$ cat src/rtl/bsa_pkg.sv
`timescale 1ns / 1ps
`default_nettype none
package bsa_pkg;

    localparam int RESOURCES_DEF  = 4;
    localparam int PROCESSES_DEF  = 8;
    localparam int COUNT_BITS_DEF = 8;

    localparam logic [2:0] RES_COUNT_RST  = 3'd4;
    localparam logic [3:0] PROC_COUNT_RST = 4'd8;

    localparam logic [0:0] CFG_RES_COUNT  = 1'b0;
    localparam logic [0:0] CFG_PROC_COUNT = 1'b1;

    localparam logic [2:0] ACT_SET_FREE   = 3'd0;
    localparam logic [2:0] ACT_LOAD_MAX   = 3'd1;
    localparam logic [2:0] ACT_LOAD_ALLOC = 3'd2;
    localparam logic [2:0] ACT_REQUEST    = 3'd3;
    localparam logic [2:0] ACT_CHECK      = 3'd4;

    localparam logic [2:0] ST_OK     = 3'd0;
    localparam logic [2:0] ST_BAD    = 3'd1;
    localparam logic [2:0] ST_NEED   = 3'd2;
    localparam logic [2:0] ST_AVAIL  = 3'd3;
    localparam logic [2:0] ST_ROLLED = 3'd4;
    localparam logic [2:0] ST_UNSAFE = 3'd5;
    localparam logic [2:0] ST_REJECT = 3'd6;

    typedef enum logic [4:0] {
        S_CLR,
        S_IDLE,
        S_DEC,
        S_LD_RD,
        S_LD_CHK,
        S_CHK_RD,
        S_CHK_CMP,
        S_GR_RD,
        S_GR_WR,
        S_SC_INIT,
        S_ROW,
        S_ROW_RD,
        S_ROW_CMP,
        S_ROW_END,
        S_RB_RD,
        S_RB_WR,
        S_EMIT,
        S_STREAM
    } bsa_state_t;

    typedef struct packed {
        logic       in_ready;
        logic       clr_step;
        logic       wr_free;
        logic       load_max;
        logic       addr_item_r;
        logic       addr_scan;
        logic       ld_commit;
        logic       buf_write;
        logic       buf_clear;
        logic       r_zero;
        logic       r_inc;
        logic       grant_wr;
        logic       roll_wr;
        logic       scan_init;
        logic       row_start;
        logic       row_cmp;
        logic       row_commit;
        logic       p_inc;
        logic       emit;
        logic       seq_out;
        logic       j_zero;
        logic       j_inc;
        logic [2:0] emit_status;
    } bsa_cmd_t;

    typedef struct packed {
        logic       in_fire;
        logic [2:0] act;
        logic       p_ok;
        logic       r_ok;
        logic       last;
        logic       clr_done;
        logic       r_last;
        logic       p_last;
        logic       k_last;
        logic       fits;
        logic       need_bad;
        logic       avail_bad;
        logic       ld_reject;
        logic       fin_p;
        logic       j_last;
        logic       out_space;
    } bsa_sts_t;

endpackage
`default_nettype wire

$ cat src/rtl/bsa_in_if.sv
`timescale 1ns / 1ps
`default_nettype none
interface bsa_in_if;
    logic       valid;
    logic       ready;
    logic [2:0] action;
    logic [2:0] process;
    logic [1:0] resource;
    logic [7:0] amount;
    logic       last;

    modport source (output valid, action, process, resource, amount, last, input ready);
    modport sink (input valid, action, process, resource, amount, last, output ready);
endinterface
`default_nettype wire

$ cat src/rtl/bsa_out_if.sv
`timescale 1ns / 1ps
`default_nettype none
interface bsa_out_if;
    logic       valid;
    logic       ready;
    logic [2:0] status;
    logic [2:0] sequence_process;
    logic       end_of_run;

    modport source (output valid, status, sequence_process, end_of_run, input ready);
    modport sink (input valid, status, sequence_process, end_of_run, output ready);
endinterface
`default_nettype wire

$ cat src/rtl/bsa_ram.sv
`timescale 1ns / 1ps
`default_nettype none
module bsa_ram #(
    parameter int WIDTH = 8,
    parameter int DEPTH = 32,
    parameter int AW    = (DEPTH > 1) ? $clog2(DEPTH) : 1
) (
    input  wire logic             clk,
    input  wire logic             we,
    input  wire logic [AW-1:0]    waddr,
    input  wire logic [WIDTH-1:0] wdata,
    input  wire logic [AW-1:0]    raddr,
    output logic      [WIDTH-1:0] rdata
);
    logic [WIDTH-1:0] mem_reg [DEPTH];
    logic [WIDTH-1:0] rdata_reg;

    always_ff @(posedge clk)
    begin
        if (we)
        begin
            mem_reg[waddr] <= wdata;
        end
        rdata_reg <= mem_reg[raddr];
    end

    assign rdata = rdata_reg;
endmodule
`default_nettype wire

$ cat src/rtl/bsa_ctrl.sv
`timescale 1ns / 1ps
`default_nettype none
module bsa_ctrl (
    input  wire logic              clk,
    input  wire logic              rst_n,
    input  wire bsa_pkg::bsa_sts_t sts,
    output bsa_pkg::bsa_cmd_t      cmd
);
    import bsa_pkg::*;

    bsa_state_t state_reg, state_next;
    logic [2:0] code_reg, code_next;

    always_ff @(posedge clk or negedge rst_n)
    begin
        if (!rst_n)
        begin
            state_reg <= S_CLR;
            code_reg  <= ST_OK;
        end
        else
        begin
            state_reg <= state_next;
            code_reg  <= code_next;
        end
    end

    always_comb
    begin
        state_next      = state_reg;
        code_next       = code_reg;
        cmd             = '0;
        cmd.emit_status = code_reg;
        case (state_reg)
            S_CLR:
            begin
                cmd.clr_step = 1'b1;
                if (sts.clr_done)
                begin
                    state_next = S_IDLE;
                end
            end
            S_IDLE:
            begin
                cmd.in_ready = 1'b1;
                if (sts.in_fire)
                begin
                    state_next = S_DEC;
                end
            end
            S_DEC:
            begin
                cmd.addr_item_r = 1'b1;
                state_next      = S_EMIT;
                case (sts.act)
                    ACT_SET_FREE:
                    begin
                        cmd.wr_free = sts.r_ok;
                        code_next   = sts.r_ok ? ST_OK : ST_BAD;
                    end
                    ACT_LOAD_MAX:
                    begin
                        cmd.load_max = sts.r_ok && sts.p_ok;
                        code_next    = (sts.r_ok && sts.p_ok) ? ST_OK : ST_BAD;
                    end
                    ACT_LOAD_ALLOC:
                    begin
                        if (sts.r_ok && sts.p_ok)
                        begin
                            state_next = S_LD_RD;
                        end
                        else
                        begin
                            code_next = ST_BAD;
                        end
                    end
                    ACT_REQUEST:
                    begin
                        if (!sts.r_ok)
                        begin
                            cmd.buf_clear = 1'b1;
                            code_next     = ST_BAD;
                        end
                        else
                        begin
                            cmd.buf_write = 1'b1;
                            if (!sts.last)
                            begin
                                state_next = S_IDLE;
                            end
                            else if (!sts.p_ok)
                            begin
                                cmd.buf_clear = 1'b1;
                                code_next     = ST_BAD;
                            end
                            else
                            begin
                                cmd.r_zero = 1'b1;
                                state_next = S_CHK_RD;
                            end
                        end
                    end
                    ACT_CHECK:
                    begin
                        state_next = S_SC_INIT;
                    end
                    default:
                    begin
                        code_next = ST_BAD;
                    end
                endcase
            end
            S_LD_RD:
            begin
                cmd.addr_item_r = 1'b1;
                state_next      = S_LD_CHK;
            end
            S_LD_CHK:
            begin
                cmd.addr_item_r = 1'b1;
                cmd.ld_commit   = !sts.ld_reject;
                code_next       = sts.ld_reject ? ST_REJECT : ST_OK;
                state_next      = S_EMIT;
            end
            S_CHK_RD:
            begin
                state_next = S_CHK_CMP;
            end
            S_CHK_CMP:
            begin
                if (sts.need_bad || sts.avail_bad)
                begin
                    cmd.buf_clear = 1'b1;
                    code_next     = sts.need_bad ? ST_NEED : ST_AVAIL;
                    state_next    = S_EMIT;
                end
                else if (sts.r_last)
                begin
                    cmd.r_zero = 1'b1;
                    state_next = S_GR_RD;
                end
                else
                begin
                    cmd.r_inc  = 1'b1;
                    state_next = S_CHK_RD;
                end
            end
            S_GR_RD:
            begin
                state_next = S_GR_WR;
            end
            S_GR_WR:
            begin
                cmd.grant_wr = 1'b1;
                if (sts.r_last)
                begin
                    state_next = S_SC_INIT;
                end
                else
                begin
                    cmd.r_inc  = 1'b1;
                    state_next = S_GR_RD;
                end
            end
            S_SC_INIT:
            begin
                cmd.scan_init = 1'b1;
                state_next    = S_ROW;
            end
            S_ROW:
            begin
                if (sts.fin_p)
                begin
                    if (sts.p_last)
                    begin
                        if (sts.act == ACT_REQUEST)
                        begin
                            cmd.r_zero = 1'b1;
                            state_next = S_RB_RD;
                        end
                        else
                        begin
                            code_next  = ST_UNSAFE;
                            state_next = S_EMIT;
                        end
                    end
                    else
                    begin
                        cmd.p_inc = 1'b1;
                    end
                end
                else
                begin
                    cmd.r_zero    = 1'b1;
                    cmd.row_start = 1'b1;
                    state_next    = S_ROW_RD;
                end
            end
            S_ROW_RD:
            begin
                cmd.addr_scan = 1'b1;
                state_next    = S_ROW_CMP;
            end
            S_ROW_CMP:
            begin
                cmd.row_cmp = 1'b1;
                if (sts.r_last)
                begin
                    state_next = S_ROW_END;
                end
                else
                begin
                    cmd.r_inc  = 1'b1;
                    state_next = S_ROW_RD;
                end
            end
            S_ROW_END:
            begin
                if (sts.fits)
                begin
                    cmd.row_commit = 1'b1;
                    if (sts.k_last)
                    begin
                        cmd.buf_clear = (sts.act == ACT_REQUEST);
                        cmd.j_zero    = 1'b1;
                        state_next    = S_STREAM;
                    end
                    else
                    begin
                        state_next = S_ROW;
                    end
                end
                else if (sts.p_last)
                begin
                    if (sts.act == ACT_REQUEST)
                    begin
                        cmd.r_zero = 1'b1;
                        state_next = S_RB_RD;
                    end
                    else
                    begin
                        code_next  = ST_UNSAFE;
                        state_next = S_EMIT;
                    end
                end
                else
                begin
                    cmd.p_inc  = 1'b1;
                    state_next = S_ROW;
                end
            end
            S_RB_RD:
            begin
                state_next = S_RB_WR;
            end
            S_RB_WR:
            begin
                cmd.roll_wr = 1'b1;
                if (sts.r_last)
                begin
                    cmd.buf_clear = 1'b1;
                    code_next     = ST_ROLLED;
                    state_next    = S_EMIT;
                end
                else
                begin
                    cmd.r_inc  = 1'b1;
                    state_next = S_RB_RD;
                end
            end
            S_EMIT:
            begin
                if (sts.out_space)
                begin
                    cmd.emit   = 1'b1;
                    state_next = S_IDLE;
                end
            end
            S_STREAM:
            begin
                if (sts.out_space)
                begin
                    cmd.seq_out = 1'b1;
                    if (sts.j_last)
                    begin
                        state_next = S_IDLE;
                    end
                    else
                    begin
                        cmd.j_inc = 1'b1;
                    end
                end
            end
            default:
            begin
                state_next = S_IDLE;
            end
        endcase
    end
endmodule
`default_nettype wire

$ cat src/rtl/bsa_dp.sv
`timescale 1ns / 1ps
`default_nettype none
module bsa_dp #(
    parameter int RESOURCES  = 4,
    parameter int PROCESSES  = 8,
    parameter int COUNT_BITS = 8
) (
    input  wire logic              clk,
    input  wire logic              rst_n,
    input  wire logic              cfg_we,
    input  wire logic [0:0]        cfg_index,
    input  wire logic [3:0]        cfg_data,
    bsa_in_if.sink                 item,
    bsa_out_if.source              result,
    input  wire bsa_pkg::bsa_cmd_t cmd,
    output bsa_pkg::bsa_sts_t      sts
);
    import bsa_pkg::*;

    localparam int CB     = COUNT_BITS;
    localparam int CMAX   = (1 << COUNT_BITS) - 1;
    localparam int RW     = (RESOURCES > 1) ? $clog2(RESOURCES) : 1;
    localparam int PW     = (PROCESSES > 1) ? $clog2(PROCESSES) : 1;
    localparam int RCW    = $clog2(RESOURCES + 1);
    localparam int PCW    = $clog2(PROCESSES + 1);
    localparam int DEPTH  = PROCESSES * RESOURCES;
    localparam int AW     = (DEPTH > 1) ? $clog2(DEPTH) : 1;

    function automatic logic [CB-1:0] sat_add(input logic [CB-1:0] a, input logic [CB-1:0] b);
        logic [CB:0] s;
        s = {1'b0, a} + {1'b0, b};
        return s[CB] ? {CB{1'b1}} : s[CB-1:0];
    endfunction

    // configuration
    logic [2:0]   res_cfg_reg;
    logic [3:0]   proc_cfg_reg;
    logic [RCW-1:0] nr;
    logic [PCW-1:0] np;

    always_ff @(posedge clk or negedge rst_n)
    begin
        if (!rst_n)
        begin
            res_cfg_reg  <= RES_COUNT_RST;
            proc_cfg_reg <= PROC_COUNT_RST;
        end
        else if (cfg_we)
        begin
            if (cfg_index == CFG_RES_COUNT)
            begin
                res_cfg_reg <= cfg_data[2:0];
            end
            else
            begin
                proc_cfg_reg <= cfg_data;
            end
        end
    end

    always_comb
    begin
        if (res_cfg_reg == 3'd0)
        begin
            nr = RCW'(1);
        end
        else if (32'(res_cfg_reg) > RESOURCES)
        begin
            nr = RCW'(RESOURCES);
        end
        else
        begin
            nr = RCW'(res_cfg_reg);
        end
        if (proc_cfg_reg == 4'd0)
        begin
            np = PCW'(1);
        end
        else if (32'(proc_cfg_reg) > PROCESSES)
        begin
            np = PCW'(PROCESSES);
        end
        else
        begin
            np = PCW'(proc_cfg_reg);
        end
    end

    // latched word
    logic          in_fire;
    logic [2:0]    act_reg;
    logic [PW-1:0] item_p_reg;
    logic [RW-1:0] item_r_reg;
    logic [CB-1:0] amt_reg;
    logic          p_ok_reg, r_ok_reg, last_reg;

    assign item.ready = cmd.in_ready;
    assign in_fire    = item.valid && cmd.in_ready;

    always_ff @(posedge clk)
    begin
        if (in_fire)
        begin
            act_reg    <= item.action;
            item_p_reg <= PW'(item.process);
            item_r_reg <= RW'(item.resource);
            amt_reg    <= (32'(item.amount) > CMAX) ? CB'(CMAX) : CB'(item.amount);
            p_ok_reg   <= 32'(item.process) < 32'(np);
            r_ok_reg   <= 32'(item.resource) < 32'(nr);
            last_reg   <= item.last;
        end
    end

    // counters
    logic [RW-1:0]  r_cnt_reg;
    logic [PW-1:0]  p_cnt_reg;
    logic [PCW-1:0] k_reg;
    logic [PW-1:0]  j_reg;
    logic [AW-1:0]  clr_cnt_reg;

    always_ff @(posedge clk or negedge rst_n)
    begin
        if (!rst_n)
        begin
            r_cnt_reg   <= '0;
            p_cnt_reg   <= '0;
            k_reg       <= '0;
            j_reg       <= '0;
            clr_cnt_reg <= '0;
        end
        else
        begin
            if (cmd.r_zero)
            begin
                r_cnt_reg <= '0;
            end
            else if (cmd.r_inc)
            begin
                r_cnt_reg <= r_cnt_reg + RW'(1);
            end
            if (cmd.scan_init || cmd.row_commit)
            begin
                p_cnt_reg <= '0;
            end
            else if (cmd.p_inc)
            begin
                p_cnt_reg <= p_cnt_reg + PW'(1);
            end
            if (cmd.scan_init)
            begin
                k_reg <= '0;
            end
            else if (cmd.row_commit)
            begin
                k_reg <= k_reg + PCW'(1);
            end
            if (cmd.j_zero)
            begin
                j_reg <= '0;
            end
            else if (cmd.j_inc)
            begin
                j_reg <= j_reg + PW'(1);
            end
            if (cmd.clr_step)
            begin
                clr_cnt_reg <= clr_cnt_reg + AW'(1);
            end
        end
    end

    // need / allocation memories
    logic [PW-1:0] p_sel;
    logic [RW-1:0] r_sel;
    logic [AW-1:0] addr;
    logic          mem_we;
    logic [CB-1:0] need_rd, alloc_rd, need_wd, alloc_wd;
    logic [CB-1:0] free_reg [RESOURCES];
    logic [CB-1:0] buf_reg  [RESOURCES];
    logic [CB-1:0] buf_r, free_r;

    assign p_sel  = cmd.addr_scan ? p_cnt_reg : item_p_reg;
    assign r_sel  = cmd.addr_item_r ? item_r_reg : r_cnt_reg;
    assign addr   = cmd.clr_step ? clr_cnt_reg
                  : AW'(AW'(p_sel) * AW'(RESOURCES) + AW'(r_sel));
    assign mem_we = cmd.clr_step || cmd.load_max || cmd.ld_commit
                  || cmd.grant_wr || cmd.roll_wr;
    assign buf_r  = buf_reg[r_cnt_reg];
    assign free_r = free_reg[r_cnt_reg];

    always_comb
    begin
        need_wd  = '0;
        alloc_wd = '0;
        if (cmd.load_max)
        begin
            need_wd = amt_reg;
        end
        else if (cmd.ld_commit)
        begin
            need_wd  = need_rd - amt_reg;
            alloc_wd = sat_add(alloc_rd, amt_reg);
        end
        else if (cmd.grant_wr)
        begin
            need_wd  = need_rd - buf_r;
            alloc_wd = sat_add(alloc_rd, buf_r);
        end
        else if (cmd.roll_wr)
        begin
            need_wd  = need_rd + buf_r;
            alloc_wd = (alloc_rd < buf_r) ? '0 : alloc_rd - buf_r;
        end
    end

    bsa_ram #(.WIDTH(CB), .DEPTH(DEPTH)) u_need_ram (
        .clk   (clk),
        .we    (mem_we),
        .waddr (addr),
        .wdata (need_wd),
        .raddr (addr),
        .rdata (need_rd)
    );

    bsa_ram #(.WIDTH(CB), .DEPTH(DEPTH)) u_alloc_ram (
        .clk   (clk),
        .we    (mem_we),
        .waddr (addr),
        .wdata (alloc_wd),
        .raddr (addr),
        .rdata (alloc_rd)
    );

    // free counts and request buffer
    always_ff @(posedge clk or negedge rst_n)
    begin
        if (!rst_n)
        begin
            for (int i = 0; i < RESOURCES; i++)
            begin
                free_reg[i] <= '0;
                buf_reg[i]  <= '0;
            end
        end
        else
        begin
            if (cmd.wr_free)
            begin
                free_reg[item_r_reg] <= amt_reg;
            end
            else if (cmd.ld_commit)
            begin
                free_reg[item_r_reg] <= free_reg[item_r_reg] - amt_reg;
            end
            else if (cmd.grant_wr)
            begin
                free_reg[r_cnt_reg] <= free_r - buf_r;
            end
            else if (cmd.roll_wr)
            begin
                free_reg[r_cnt_reg] <= free_r + buf_r;
            end
            if (cmd.buf_clear)
            begin
                for (int i = 0; i < RESOURCES; i++)
                begin
                    buf_reg[i] <= '0;
                end
            end
            else if (cmd.buf_write)
            begin
                buf_reg[item_r_reg] <= amt_reg;
            end
        end
    end

    // safety scan
    logic [CB-1:0] work_reg [RESOURCES];
    logic [CB-1:0] tmp_reg  [RESOURCES];
    logic          fin_reg  [PROCESSES];
    logic [PW-1:0] seq_reg  [PROCESSES];
    logic          fits_reg;

    always_ff @(posedge clk)
    begin
        if (cmd.scan_init)
        begin
            for (int i = 0; i < RESOURCES; i++)
            begin
                work_reg[i] <= (i < int'(nr)) ? free_reg[i] : '0;
            end
            for (int i = 0; i < PROCESSES; i++)
            begin
                fin_reg[i] <= 1'b0;
            end
        end
        else if (cmd.row_commit)
        begin
            for (int i = 0; i < RESOURCES; i++)
            begin
                if (i < int'(nr))
                begin
                    work_reg[i] <= tmp_reg[i];
                end
            end
            fin_reg[p_cnt_reg]          <= 1'b1;
            seq_reg[k_reg[PW-1:0]]      <= p_cnt_reg;
        end
        if (cmd.row_start)
        begin
            fits_reg <= 1'b1;
        end
        else if (cmd.row_cmp)
        begin
            if (need_rd > work_reg[r_cnt_reg])
            begin
                fits_reg <= 1'b0;
            end
            tmp_reg[r_cnt_reg] <= sat_add(work_reg[r_cnt_reg], alloc_rd);
        end
    end

    // result register
    logic       out_valid_reg;
    logic [2:0] out_status_reg;
    logic [2:0] out_seq_reg;
    logic       out_end_reg;
    logic       out_space;

    assign out_space = !out_valid_reg || result.ready;

    always_ff @(posedge clk or negedge rst_n)
    begin
        if (!rst_n)
        begin
            out_valid_reg <= 1'b0;
        end
        else if (cmd.emit || cmd.seq_out)
        begin
            out_valid_reg <= 1'b1;
        end
        else if (result.ready)
        begin
            out_valid_reg <= 1'b0;
        end
    end

    always_ff @(posedge clk)
    begin
        if (cmd.emit)
        begin
            out_status_reg <= cmd.emit_status;
            out_seq_reg    <= 3'd0;
            out_end_reg    <= 1'b1;
        end
        else if (cmd.seq_out)
        begin
            out_status_reg <= ST_OK;
            out_seq_reg    <= 3'(seq_reg[j_reg]);
            out_end_reg    <= sts.j_last;
        end
    end

    assign result.valid            = out_valid_reg;
    assign result.status           = out_status_reg;
    assign result.sequence_process = out_seq_reg;
    assign result.end_of_run       = out_end_reg;

    always_comb
    begin
        sts.in_fire   = in_fire;
        sts.act       = act_reg;
        sts.p_ok      = p_ok_reg;
        sts.r_ok      = r_ok_reg;
        sts.last      = last_reg;
        sts.clr_done  = (32'(clr_cnt_reg) == DEPTH - 1);
        sts.r_last    = (RCW'(r_cnt_reg) + RCW'(1)) == nr;
        sts.p_last    = (PCW'(p_cnt_reg) + PCW'(1)) == np;
        sts.k_last    = (k_reg + PCW'(1)) == np;
        sts.fits      = fits_reg;
        sts.need_bad  = buf_r > need_rd;
        sts.avail_bad = buf_r > free_r;
        sts.ld_reject = (amt_reg > need_rd) || (amt_reg > free_reg[item_r_reg]);
        sts.fin_p     = fin_reg[p_cnt_reg];
        sts.j_last    = (PCW'(j_reg) + PCW'(1)) == np;
        sts.out_space = out_space;
    end
endmodule
`default_nettype wire

$ cat src/rtl/banker_safety_allocator.sv
// Banker's algorithm engine, one word at a time.
// Loads are written at decode (allocation loads first read and check the entry); a request
// element that is not last is buffered. Request decisions check need and free per resource,
// then grant per resource, then scan up to np*np rows; results stream 1/cycle unless result stalls.
// After reset, a clearing pass zeroes the need and allocation memories before the first
// word is taken; all counts reset to zero, config to 4 and 8.
`timescale 1ns / 1ps
`default_nettype none
module banker_safety_allocator #(
    parameter int RESOURCES  = bsa_pkg::RESOURCES_DEF,
    parameter int PROCESSES  = bsa_pkg::PROCESSES_DEF,
    parameter int COUNT_BITS = bsa_pkg::COUNT_BITS_DEF
) (
    input  wire logic       clk,
    input  wire logic       rst_n,
    input  wire logic       cfg_we,
    input  wire logic [0:0] cfg_index,
    input  wire logic [3:0] cfg_data,
    bsa_in_if.sink          item,
    bsa_out_if.source       result
);
    import bsa_pkg::*;

    bsa_cmd_t cmd;
    bsa_sts_t sts;

    bsa_dp #(
        .RESOURCES  (RESOURCES),
        .PROCESSES  (PROCESSES),
        .COUNT_BITS (COUNT_BITS)
    ) u_dp (
        .clk       (clk),
        .rst_n     (rst_n),
        .cfg_we    (cfg_we),
        .cfg_index (cfg_index),
        .cfg_data  (cfg_data),
        .item      (item),
        .result    (result),
        .cmd       (cmd),
        .sts       (sts)
    );

    bsa_ctrl u_ctrl (
        .clk   (clk),
        .rst_n (rst_n),
        .sts   (sts),
        .cmd   (cmd)
    );
endmodule
`default_nettype wire
$ cat src/flat_wrapper.sv
// flat-port wrapper written by rule: the top's interface ports become plain ports
module banker_safety_allocator_flat import bsa_pkg::*;
#(
    parameter int RESOURCES  = bsa_pkg::RESOURCES_DEF,
    parameter int PROCESSES  = bsa_pkg::PROCESSES_DEF,
    parameter int COUNT_BITS = bsa_pkg::COUNT_BITS_DEF
)
  (clk, rst_n, cfg_we, cfg_index, cfg_data, item_valid, item_action, item_process, item_resource, item_amount, item_last, item_ready, result_valid, result_status, result_sequence_process, result_end_of_run, result_ready);
  bsa_in_if item_i ();
  bsa_out_if result_i ();
  input  wire logic clk;
  input  wire logic rst_n;
  input  wire logic cfg_we;
  input  wire logic [0:0] cfg_index;
  input  wire logic [3:0] cfg_data;
  input wire logic [$bits(item_i.valid)-1:0] item_valid;
  input wire logic [$bits(item_i.action)-1:0] item_action;
  input wire logic [$bits(item_i.process)-1:0] item_process;
  input wire logic [$bits(item_i.resource)-1:0] item_resource;
  input wire logic [$bits(item_i.amount)-1:0] item_amount;
  input wire logic [$bits(item_i.last)-1:0] item_last;
  output wire logic [$bits(item_i.ready)-1:0] item_ready;
  output wire logic [$bits(result_i.valid)-1:0] result_valid;
  output wire logic [$bits(result_i.status)-1:0] result_status;
  output wire logic [$bits(result_i.sequence_process)-1:0] result_sequence_process;
  output wire logic [$bits(result_i.end_of_run)-1:0] result_end_of_run;
  input wire logic [$bits(result_i.ready)-1:0] result_ready;
  assign item_i.valid = item_valid;
  assign item_i.action = item_action;
  assign item_i.process = item_process;
  assign item_i.resource = item_resource;
  assign item_i.amount = item_amount;
  assign item_i.last = item_last;
  assign item_ready = item_i.ready;
  assign result_valid = result_i.valid;
  assign result_status = result_i.status;
  assign result_sequence_process = result_i.sequence_process;
  assign result_end_of_run = result_i.end_of_run;
  assign result_i.ready = result_ready;
  banker_safety_allocator #(.RESOURCES(RESOURCES), .PROCESSES(PROCESSES), .COUNT_BITS(COUNT_BITS)) u_core (.clk(clk), .rst_n(rst_n), .cfg_we(cfg_we), .cfg_index(cfg_index), .cfg_data(cfg_data), .item(item_i), .result(result_i));
endmodule
$ cat config.mk
export PLATFORM = sky130hd
export DESIGN_NAME = banker_safety_allocator_flat
export DESIGN_NICKNAME = d
export VERILOG_FILES = /design/src/rtl/bsa_pkg.sv /design/src/rtl/bsa_in_if.sv /design/src/rtl/bsa_out_if.sv /design/src/rtl/bsa_ram.sv /design/src/rtl/bsa_ctrl.sv /design/src/rtl/bsa_dp.sv /design/src/rtl/banker_safety_allocator.sv /design/src/flat_wrapper.sv
export SDC_FILE = /design/constraint.sdc
export NUM_CORES = 1
export LEC_CHECK = 0
export BUFFER_PORTS_ARGS = -buffer_cell sky130_fd_sc_hd__clkbuf_2
export CAP_MARGIN = 20
export CORE_MARGIN = 4
export CORE_UTILIZATION = 64
export DETAILED_ROUTE_END_ITERATION = 6
export PLACE_DENSITY = 0.81
export SYNTH_ARGS = -nofsm -noshare
export SYNTH_HDL_FRONTEND = slang
export SYNTH_SLANG_ARGS = --single-unit
$ cat constraint.sdc
create_clock -name clk -period 6 [get_ports clk]
set_clock_uncertainty 0.1 [all_clocks]
set_input_delay 0.3 -clock clk [delete_from_list [all_inputs] [get_ports clk]]
set_output_delay 0.3 -clock clk [all_outputs]
set_load 0.02 [all_outputs]
==> metrics.md <==
| Metric | Value |
|---|---|
| Outcome | finished, violations left |
| Failing checks | design-rule violations |
| Period utilization | between 90% and 100% |
| Post-CTS Setup Inserts | 0 |
| Initial DRC count | 3191 |
| Worst-Skew Late Latency | between 600 and 700 ps |
| FFs w/ async S/R, synth | between 10% and 20% |
| Syn_nets | slightly below 3k |
| Cell taking the most area after synthesis | edfxtp_1 |
| Seq cells post-synth | around 750 |
| Reg clk slew, reported paths | around 60 ps |
| Library cells used by synthesis | 83 |
| DRT Pass-1 Iters | 7 |
| Dominant cells by area after synthesis | edfxtp_1, mux2i_1, dfrtp_1, nand2_1, ha_1 |
| Yosys top cell area share | 53.06% |
| WL final | about 99000 µm |
| Max Slew Vio Count | 0 |
| Post-route cell area | 39480 µm² |
| Avg Vias per Cell | around 6.7 |
| Final setup violation count | 0 |
| Number of global-route vias before repair | around 24k |
| Core Area | 54130 µm² |
| Critical Path Sink Type | flop |
| Setup TNS | 0 ps |
| Sequential-to-total area share from yosys stat | 61.61% |
| Antenna viol nets, final | 0 |
| Port-buffer cells | 35 |
| Num CTS Buffers | between 70 and 80 |
| CTS sink count | 748 |
| Total power | roughly 22 mW |
| Net switching power | roughly 9.0 mW |
| Number of synthesized flops with an enable pin | around 620 |
| Synthesized area | between 30000 and 40000 µm² |
| Crit path max fanout | 14 |
| Initial antenna violation count | 0 |
| Top FF cell, synth | edfxtp_1 |
| Worst slew margin | between 20% and 30% |
| GRT overflow | 0 |
| Final Wtd Congestion | approximately 1.1 |
| Clock Tree Root | clkbuf_16 |
| Starting Density | between 60% and 70% |
| Max incr delay on CP | 810 ps |
| Min Hold Slack | approximately 62 ps |
| Synth Area per Inst | 12.68 µm² |
| LEAKAGE | 14.61 nW |
| Via count | 24.44k |
| Worst hold path type | in -> async |
| Layout cells sized above 1 | 12.13% |
| Worst reg2reg path startpoint | u_core.u_dp.item_r_reg[0]$_DFFE_PP_ |
| Clock share of power | 23.0% |
| CTS tree | built |
| Tot GR Track Use | 33.35% |
| Die area | about 59000 µm² |
| Die Span X | roughly 240 µm |
| Yosys warning count | 0 |
| First-pass GRT wire length | roughly 150000 µm |
| Rows | 85 |
| RSZ-0062 raised after global routing | false |
| Crit Path Category | reg -> reg |
| Fin. Hold Viols | 0 |
| Fin crit period | approximately 5400 ps |
| Area growth syn-to-layout | 12.14% |
| Crit path from | u_core.u_dp.item_r_reg[0]$_DFFE_PP_ |
| WL/cell | roughly 27 µm |
| # diodes | 0 |
| Delay-heaviest family, CP | compound AO/OA/AOI/OAI gates |
| Crit path cell chain | mux4_2, inv_1, ha_1, inv_1, fa_1, a211oi_1, o21ai_0, a31oi_1, a311oi_1, clkbuf_2, a211oi_1, o22ai_1, nand2_1, nor2_1, buf_4 |
| Fmax | 184.9 MHz |
| Worst endpoint required time | 6280 ps |
| WP buf/inv | 4 |
| Post-DP HPWL | around 65000 µm |
| Boundary Pins | 36 |
| MaxCap Viol Count | 0 |
| Largest net degree at the start of global routing | 131 |
| Gate power share | approximately 44% |
| Post-route DRC | 1 |
| Sw Share | 41.18% |
| Startpoint types | flop |
| Longest Clk Path Bufs | 3 |
| Slew of the pin with the lowest slew margin | between 1000 and 1500 ps |
| H-tree level count | 3 |
| Critical path arrival | 5690 ps |
| Synth Instances | ~2.8k |
| Post-DP Area | 36450 µm² |
| Chip height | roughly 240 µm |
| Peak VDD IR | about 580 µV |
| Pwr Density | roughly 550 nW/µm² |
| Worst path slowest cell | edfxtp_1 |
| Final core occ | ~73% |
| Pint | roughly 13 mW |
| Reg power frac | between 30 and 40% |
| Final #Nets | approximately 3k |
[stage by stage]
| stage | instances | setup WS (ps) |
|---|---|---|
| after floorplan | 2777 | 726.5 |
| after global placement | 3455 | 608.2 |
| after detailed placement | 3456 | 497.6 |
| after CTS | 3628 | 447.7 |
| after global routing | 3631 | 226.1 |
| final | 3631 | 591.4 |
[final timing paths]
check                                                                        to  cells after the start  slack [ps]
worst max-delay path            u_core.u_dp.u_need_ram.mem_reg[25][1]$_DFFE_PP_                     15         590
worst min-delay path                    u_core.u_dp.proc_cfg_reg[1]$_DFFE_PN0P_                      2          60
worst max register to register  u_core.u_dp.u_need_ram.mem_reg[25][1]$_DFFE_PP_                     15         590
worst min register to register                   u_core.u_dp.fin_reg[1]$_DFF_P_                      2         370
max in group asynchronous                    u_core.u_dp.buf_reg[3]$_DFFE_PN0P_                      3        4470
min in group clk                               u_core.u_dp.act_reg[2]$_DFFE_PP_                      2         300
[layout make-up]
cell class / count / area (µm²)
clock inverter: 41 / 579.3
clock buffer: 101 / 2120
inverter: 66 / 247.7
fill: 3407 / 14660
multi-input combinational: 1821 / 12680
timing repair buffer: 158 / 1285
sequential: 748 / 21690
tap: 696 / 870.8
[cell usage in the layout, fill, tap and decap left out, drive strengths merged, types with 20 or more instances in the layout]
cell	instances
nor2b	30
o22ai	23
nand2	429
xnor2	31
dlygate4sd3	30
nor3	37
o21ai	65
inv	69
ha	102
dfrtp	95
nand2b	27
dfxtp	29
a32oi	64
clkinv	26
buf	93
nand4	20
mux4	38
nand3	156
clkbuf	136
edfxtp	622
o21a	27
mux2i	239
nor2	174
a21oi	89
[power by group through the flow]
| stage | clock network [mW] | registers (mW) | logic, mW |
|---|---|---|---|
| after floorplan | 0 | 7.07 | 6.29 |
| after CTS | 5.06 | 7.28 | 9.29 |
| after global routing | 5.29 | 7.35 | 10.1 |
| final | 5.04 | 7.30 | 9.53 |
| after global placement | 0 | 7.36 | 8.94 |
| after detailed placement | 0 | 7.38 | 9.18 |
[cell usage after synthesis (10+ instances only)]
| library cell | number |
|---|---|
| nand2_1 | 429 |
| a32oi_1 | 64 |
| mux2_2 | 18 |
| nor2b_1 | 30 |
| inv_1 | 66 |
| nor3_1 | 33 |
| nand4_1 | 20 |
| a21boi_0 | 17 |
| xor2_1 | 15 |
| a221oi_1 | 13 |
| ha_1 | 102 |
| a211oi_1 | 11 |
| and2_1 | 12 |
| xnor2_1 | 31 |
| edfxtp_1 | 622 |
| o21a_1 | 27 |
| dfxtp_1 | 29 |
| buf_6 | 11 |
| clkbuf_1 | 71 |
| a21oi_1 | 87 |
| nand2b_1 | 27 |
| mux2i_1 | 239 |
| o22ai_1 | 23 |
| o21ai_0 | 58 |
| nor2_1 | 168 |
| o221ai_1 | 18 |
| nand3_1 | 156 |
| a21o_1 | 18 |
| dfrtp_1 | 95 |
| fa_1 | 10 |
| mux4_2 | 38 |
| a31oi_1 | 16 |
| buf_2 | 47 |
[kinds of logic after synthesis]
family | after synthesis | share of synthesized area, %
AOI/OAI and AO/OA | 443 | 8.857
muxes | 295 | 9.802
xor gates and xnor gates | 46 | 1.144
adders and majority gates | 112 | 4.194
DFF | 748 | 61.61
buffers and inverters | 208 | 2.669
and+or+nand+nor | 925 | 11.73
[what timing repair did]
action | 4_1_cts | 5_1_grt
hold buffers | 30 | 0
hold endpoints to repair | 57 | 0
resized for setup | 0 | 0
endpoints found under the setup margin | 0 | 0
[metal layers]
metal  share of wire (%)  vias to the layer above  wire length, µm  global-route usage [%]
met2                  48                     1629            47170                   54.27
met3                 9.7                      327             9583                   6.154
met1                  36                    11880            35790                   43.19
met4                 6.5                        0             6458                   17.57
met5                   0                        -                0                       0
li1                    -                    10600                -                       -
Note: power is estimated with default switching activity, not from simulation.
